<file path="src/hdl/spa_pkg.sv">
`timescale 1ns / 1ps

package spa_pkg;

    localparam int ANGLE_COUNT  = 360;
    localparam int SECTOR_COUNT = 9;

    localparam int MID_INDEX       = SECTOR_COUNT / 2;
    localparam int NO_READING_CEIL = 20000;
    localparam int EMPTY_SECTOR    = 9999;
    localparam int SECTOR_BASE     = 45;
    localparam int SECTOR_STEP     = 30;
    localparam int SECTOR_SPAN     = 30;
    localparam int MID_START       = 170;
    localparam int MID_SPAN        = 20;

    localparam int ADDR_W = $clog2(ANGLE_COUNT);
    localparam int SECT_W = $clog2(SECTOR_COUNT);
    localparam int SPAN_W = $clog2((SECTOR_SPAN > MID_SPAN) ? SECTOR_SPAN : MID_SPAN);

    localparam int MAP_W       = 16;
    localparam int DIST_W      = 15;
    localparam int SPEED_W     = 10;
    localparam int LEVEL_W     = 2;
    localparam int TURN_W      = 2;
    localparam int SECT_OUT_W  = 4;
    localparam int CFG_IDX_W   = 2;
    localparam int CFG_DATA_W  = 15;
    localparam int ANGLE_IN_W  = 9;

    // Register indexes on the configuration port.
    localparam logic [CFG_IDX_W-1:0] CFG_ALARM_THR  = 2'd0;
    localparam logic [CFG_IDX_W-1:0] CFG_WAKE_THR   = 2'd1;
    localparam logic [CFG_IDX_W-1:0] CFG_SPIN_SPEED = 2'd2;

    localparam logic [DIST_W-1:0]  ALARM_THR_RST  = 15'd200;
    localparam logic [DIST_W-1:0]  WAKE_THR_RST   = 15'd420;
    localparam logic [SPEED_W-1:0] SPIN_SPEED_RST = 10'd450;

    localparam logic [LEVEL_W-1:0] LEVEL_NORMAL = 2'd0;
    localparam logic [LEVEL_W-1:0] LEVEL_WAKE   = 2'd1;
    localparam logic [LEVEL_W-1:0] LEVEL_ALARM  = 2'd2;

    localparam logic [TURN_W-1:0] TURN_STOP  = 2'd0;
    localparam logic [TURN_W-1:0] TURN_LEFT  = 2'd1;
    localparam logic [TURN_W-1:0] TURN_RIGHT = 2'd2;

    typedef logic [ADDR_W-1:0] t_addr;
    typedef logic [SECT_W-1:0] t_sect;
    typedef logic [SPAN_W-1:0] t_span;
    typedef logic [MAP_W-1:0]  t_map;
    typedef logic [DIST_W-1:0] t_dist;

    typedef logic [SECTOR_COUNT-1:0][ADDR_W-1:0] t_start_tbl;

    typedef struct packed {
        t_dist              alarm_thr;
        t_dist              wake_thr;
        logic [SPEED_W-1:0] spin_speed;
    } t_scan_cfg;

    typedef struct packed {
        logic [LEVEL_W-1:0]    level;
        logic [TURN_W-1:0]     turn;
        logic [SPEED_W-1:0]    speed;
        logic [SECT_OUT_W-1:0] sector;
        t_dist                 near_dist;
    } t_scan_res;

    // First map address of every sector, wrapped onto the map.
    function automatic t_start_tbl calc_starts();
        t_start_tbl tbl;
        int         s;
        for (int i = 0; i < SECTOR_COUNT; i++) begin
            if (i == MID_INDEX) begin
                s = MID_START % ANGLE_COUNT;
            end else begin
                s = (SECTOR_BASE + SECTOR_STEP * i) % ANGLE_COUNT;
            end
            tbl[i] = ADDR_W'(s);
        end
        return tbl;
    endfunction

    localparam t_start_tbl SECTOR_STARTS = calc_starts();

endpackage

</file>
<file path="src/hdl/spa_scan.sv">
`timescale 1ns / 1ps

module spa_scan (
    input  logic               i_clk,
    input  logic               i_rst_n,
    input  logic               i_start,
    input  spa_pkg::t_scan_cfg i_cfg,
    input  logic               i_out_free,
    output logic               o_idle,
    output spa_pkg::t_addr     o_rd_addr,
    input  spa_pkg::t_map      i_rd_data,
    output logic               o_res_valid,
    output spa_pkg::t_scan_res o_res
);

    typedef enum logic [2:0] {
        S_IDLE,
        S_ADDR,
        S_CMP,
        S_SECT,
        S_LVL_ALARM,
        S_LVL_WAKE,
        S_DONE
    } t_state;

    t_state                          r_state;
    spa_pkg::t_sect                  r_sect;
    spa_pkg::t_span                  r_k;
    spa_pkg::t_addr                  r_addr;
    spa_pkg::t_dist                  r_sec_min;
    spa_pkg::t_dist                  r_best;
    spa_pkg::t_sect                  r_best_idx;
    logic [spa_pkg::LEVEL_W-1:0]     r_level;

    spa_pkg::t_addr addr_inc;
    spa_pkg::t_span last_k;
    spa_pkg::t_map  op_a;
    spa_pkg::t_map  op_b;
    logic           lt;
    logic           last_sect;

    assign addr_inc = (r_addr == spa_pkg::ADDR_W'(spa_pkg::ANGLE_COUNT - 1)) ?
                      '0 : r_addr + 1'b1;
    assign last_k = (r_sect == spa_pkg::SECT_W'(spa_pkg::MID_INDEX)) ?
                    spa_pkg::SPAN_W'(spa_pkg::MID_SPAN - 1) :
                    spa_pkg::SPAN_W'(spa_pkg::SECTOR_SPAN - 1);
    assign last_sect = (r_sect == spa_pkg::SECT_W'(spa_pkg::SECTOR_COUNT - 1));

    // The one comparator of the block; each state picks its operands.
    always_comb begin
        op_a      = '0;
        op_b      = '0;
        o_rd_addr = r_addr;
        unique case (r_state)
            S_ADDR: begin
                o_rd_addr = spa_pkg::SECTOR_STARTS[r_sect];
            end
            S_CMP: begin
                op_a      = i_rd_data;
                op_b      = {1'b0, r_sec_min};
                o_rd_addr = addr_inc;
            end
            S_SECT: begin
                op_a = {1'b0, r_sec_min};
                op_b = {1'b0, r_best};
            end
            S_LVL_ALARM: begin
                op_a = {1'b0, i_cfg.alarm_thr};
                op_b = {1'b0, r_best};
            end
            S_LVL_WAKE: begin
                op_a = {1'b0, i_cfg.wake_thr};
                op_b = {1'b0, r_best};
            end
            default: begin
            end
        endcase
        lt = (op_a < op_b);
    end

    always_ff @(posedge i_clk) begin
        if (!i_rst_n) begin
            r_state <= S_IDLE;
        end else begin
            unique case (r_state)
                S_IDLE: begin
                    if (i_start) begin
                        r_sect     <= '0;
                        r_best     <= spa_pkg::DIST_W'(spa_pkg::EMPTY_SECTOR);
                        r_best_idx <= spa_pkg::SECT_W'(spa_pkg::MID_INDEX);
                        r_state    <= S_ADDR;
                    end
                end
                S_ADDR: begin
                    r_addr    <= spa_pkg::SECTOR_STARTS[r_sect];
                    r_k       <= '0;
                    r_sec_min <= spa_pkg::DIST_W'(spa_pkg::NO_READING_CEIL);
                    r_state   <= S_CMP;
                end
                S_CMP: begin
                    if ((i_rd_data != '0) && lt) begin
                        r_sec_min <= i_rd_data[spa_pkg::DIST_W-1:0];
                    end
                    if (r_k == last_k) begin
                        r_state <= S_SECT;
                    end else begin
                        r_k    <= r_k + 1'b1;
                        r_addr <= addr_inc;
                    end
                end
                S_SECT: begin
                    // An empty sector keeps its minimum at the ceiling, which
                    // never beats the running best.
                    if (lt) begin
                        r_best     <= r_sec_min;
                        r_best_idx <= r_sect;
                    end
                    if (last_sect) begin
                        r_state <= S_LVL_ALARM;
                    end else begin
                        r_sect  <= r_sect + 1'b1;
                        r_state <= S_ADDR;
                    end
                end
                S_LVL_ALARM: begin
                    if (!lt) begin
                        r_level <= spa_pkg::LEVEL_ALARM;
                        r_state <= S_DONE;
                    end else begin
                        r_state <= S_LVL_WAKE;
                    end
                end
                S_LVL_WAKE: begin
                    r_level <= lt ? spa_pkg::LEVEL_NORMAL : spa_pkg::LEVEL_WAKE;
                    r_state <= S_DONE;
                end
                S_DONE: begin
                    if (i_out_free) begin
                        r_state <= S_IDLE;
                    end
                end
                default: begin
                    r_state <= S_IDLE;
                end
            endcase
        end
    end

    always_comb begin
        o_res.level     = r_level;
        o_res.sector    = spa_pkg::SECT_OUT_W'(r_best_idx);
        o_res.near_dist = r_best;
        if (r_best_idx < spa_pkg::SECT_W'(spa_pkg::MID_INDEX)) begin
            o_res.turn  = spa_pkg::TURN_LEFT;
            o_res.speed = i_cfg.spin_speed;
        end else if (r_best_idx > spa_pkg::SECT_W'(spa_pkg::MID_INDEX)) begin
            o_res.turn  = spa_pkg::TURN_RIGHT;
            o_res.speed = i_cfg.spin_speed;
        end else begin
            o_res.turn  = spa_pkg::TURN_STOP;
            o_res.speed = '0;
        end
    end

    assign o_idle      = (r_state == S_IDLE);
    assign o_res_valid = (r_state == S_DONE);

endmodule

</file>
<file path="config.mk">
export PLATFORM = sky130hd
export DESIGN_NAME = spa_scan
export DESIGN_NICKNAME = d
export VERILOG_FILES = /design/src/hdl/spa_pkg.sv /design/src/hdl/spa_scan.sv
export SDC_FILE = /design/constraint.sdc
export NUM_CORES = 1
export LEC_CHECK = 0
export BUFFER_PORTS_ARGS = -buffer_cell sky130_fd_sc_hd__buf_4
export CAP_MARGIN = 0
export CORE_ASPECT_RATIO = 1.4
export CORE_UTILIZATION = 59
export CTS_BUF_LIST = sky130_fd_sc_hd__clkbuf_2
export DETAILED_ROUTE_END_ITERATION = 7
export GPL_TIMING_DRIVEN = 1
export PLACE_DENSITY = 0.9
export SLEW_MARGIN = 20
export SYNTH_ARGS = -nofsm -noshare
export SYNTH_HDL_FRONTEND = slang
export SYNTH_SLANG_ARGS = --single-unit
</file>
<file path="constraint.sdc">
create_clock -name i_clk -period 13.2 [get_ports i_clk]
set_clock_uncertainty 0.15 [all_clocks]
set_input_delay 2.64 -clock i_clk [delete_from_list [all_inputs] [get_ports i_clk]]
set_output_delay 2.64 -clock i_clk [all_outputs]
set_load 0.005 [all_outputs]
</file>
==> reports/qor.txt <==
Status: completed
Most used cell, CP: buf_4
Flop2flop setup slack: 8540 ps
Footprint of the multi-input gates: 0.00205 mm²
Post-synthesis cell area: 0.00405 mm²
Remaining antenna violation count: 0
Placed wire-length estimate: 7200 µm
Global-route wire length before repair: 15800 µm
Avg Inst Size Synth: 10.3 µm²
CTS Hold Bufs: 0
Fin worst setup slack: 7410 ps
Rows: 35
Endpoint type of the worst setup path: output pin
CTS tree: built
Fillers: 456
Setup slack at placement: 7320 ps
Root Buffer Master: clkbuf_2
Tot Pwr: 0.000797 W
Final setup fails: 0
RR Endpoint: r_best[1]$_SDFFCE_PP1P_
Simple-gate portion of the synthesized area: 22.0%
Cell family with the largest share of critical-path delay: buffers and inverters
Max stage delay on crit path: 130 ps
Clock network power share: 14.8%
Post-synth EDFFs: 54
Max-Cap Viols: 0
P_leak: 2.10 nW
Antenna Diode Count: 0
Core footprint: 0.00661 mm²
Period Utilization, post-route: 43.9%
Most frequent cells in the layout: buf_4, edfxtp_1, nand2_1, a22oi_1, and2_1
FF-to-FF Start: r_state[2]$_SDFFE_PN0P_
CP Data Required Time: 10410 ps
Post CTS Setup Buffer Count: 0
Worst VDD drop: 0.000102 V
Hold path cells: 2
RSZ-0062 raised after global routing: no
Critical-path cell list: buf_4 -> nor2b_1 -> buf_4
Unique masters post-synth: 57
Via count: 3505
Fmax: 173 MHz
Critical Path Source: i_cfg[6]
Class of the worst hold path: reg -> reg
Sum of negative setup slack: 0 ps
Yosys top cell by area: edfxtp_1
Actual slew at the worst max-slew pin: 1050 ps
Pwr dens: 160 mW/mm²
Initial core utilization: 61.3%
Area Overhead vs Synth: 22.9%
Combinational fraction of design power: 44.3%
Die ar.: 0.00721 mm²
Fraction of layout cells with a size suffix above 1: 26.6%
Die Y: 100 µm
Switch share: 38.6%
Seq pwr share: 40.8%
Slew Limit Fails: 0
Io pins: 104
CP Class: in -> out
Post-Synth Adder-Cell Area: 7.10%
Vias in the first global route: 3474
Synth Area in Compound Gates: 17.6%
Clock H-tree levels: 3
Main synth FF type: edfxtp_1
Multiplexer share of the synthesized area: 1.05%
Largest net degree at the start of global routing: 36
Iteration-0 DRC Markers: 207
DRC: 0
Seq/Total Area, Yosys: 46.0%
Sw power: 0.000307 W
Slowest CP cell: buf_4
Ys Warns: 0
Initial antenna violation count: 0
Final hold viol count: 0
Avg WL per Cell: 16.6 µm
Synthesized flop and latch total: 66
Num CTS Buffers: 9
Synth Area in XOR/XNOR: 2.59%
Reg clk slew, reported paths: 170 ps
Worst Path Buf+Inv: 2
Skew-Pair Late Insertion Delay: 530 ps
Congestion Overflow GR: 0
Vias per Instance: 5.95
Critical Path Start Type: input port
Worst-case clock buffer depth: 2
Hold endpoint: r_addr[1]$_DFFE_PP_
CP Max Fanout: 1
NumNets Final: 575
Post-cts resize count: 0
Slew headroom: 30.3%
Port bufs: 103
Total track usage: 28.4%
Largest family of logic cells by synthesized area: simple AND/OR/NAND/NOR gates
Final min period: 5790 ps
Syn Inst Count: 394
Reg area: 0.00186 mm²
Reg2Reg Depth: 10
Worst Path Arrival: 3000 ps
Commonest non-fill, non-tap cell in the layout: buf_4
Internal power: 0.000489 W
Drt pass-1 iters: 5
Ys async rst share: 0%
Yosys top cell area share: 40.0%
RD Place Congestion: 0.861
CTS sink cnt: 66
Synth area leaders: edfxtp_1, ha_1, dfxtp_1
Drt total wl: 9780 µm
Syn_nets: 477
DIE WIDTH: 72.0 µm
## tightest hold or removal path: stages (launching register included)
cell and delay, ps:
dfxtp_1 370, nand2_1 50, nand2_1 50
## logic make-up (layout without fill, tap and decap cells)
| family | Yosys count | after routing |
|---|---|---|
| XOR/XNOR | 12 | 12 |
| AND/OR/NAND/NOR | 159 | 159 |
| multiplexers | 4 | 4 |
| buffers and inverters | 32 | 135 |
| AO/OA/AOI/OAI | 98 | 98 |
| flip-flops | 66 | 66 |
| adder cells (fa/ha/maj) | 23 | 23 |
## Yosys cell counts, types with 7 or more instances
cell type  count
edfxtp_1      54
nand2_1       30
a22oi_1       25
and2_1        24
ha_1          23
nor2_1        21
o21ai_0       18
nor2b_1       17
nand3_1       16
nand2b_1      13
a21oi_1       12
dfxtp_1       12
clkbuf_1      11
inv_1         10
a221o_1        8
a22o_1         7
buf_2          7
## worst max-delay path by stage
stage	endpoint	slack, ps	cells after the start
global placement	r_best[13]$_SDFFCE_PP1P_	7370	9
CTS	o_res[25]	7410	3
detailed placement	r_best[6]$_SDFFCE_PP0P_	7320	9
finish	o_res[25]	7410	3
floorplan	r_best[0]$_SDFFCE_PP1P_	7110	8
global route	o_res[28]	7400	3
## final cells by class
cell class              count  area share [%]
inverters                  11           0.829
flip-flops and latches     66            37.4
clock inverters             4           0.879
repair buffers            108            16.3
clock buffers              12            1.21
well taps                  92            2.31
multi-input cells         296            41.1
## power groups by stage
stage / Combinational [W] / Sequential, W / Clock [W]
floorplan: 0.000238 / 0.000314 / 0
global placement: 0.000336 / 0.000327 / 0
detailed placement: 0.000349 / 0.000329 / 0
CTS: 0.000354 / 0.000324 / 0.000118
global route: 0.000392 / 0.000330 / 0.000125
finish: 0.000353 / 0.000325 / 0.000118
## routing by layer
metal	track usage, %	vias up	share of wire, %
met5	0	-	0
li1	-	1678	-
met4	12.7	0	2.1
met1	31.3	1663	37
met2	52.0	144	54
met3	5.52	20	6.1
## through the flow
step,instance area [µm²],hold WS (ps),utilization [%],std cells
6_report,4980,409,75.3,589
5_1_grt,4980,437,75.3,589
4_1_cts,4980,404,75.3,589
3_5_place_dp,4880,371,73.8,573
3_3_place_gp,4880,357,73.8,573
2_1_floorplan,4050,348,-,394
Note: power is estimated with default switching activity, not from simulation.
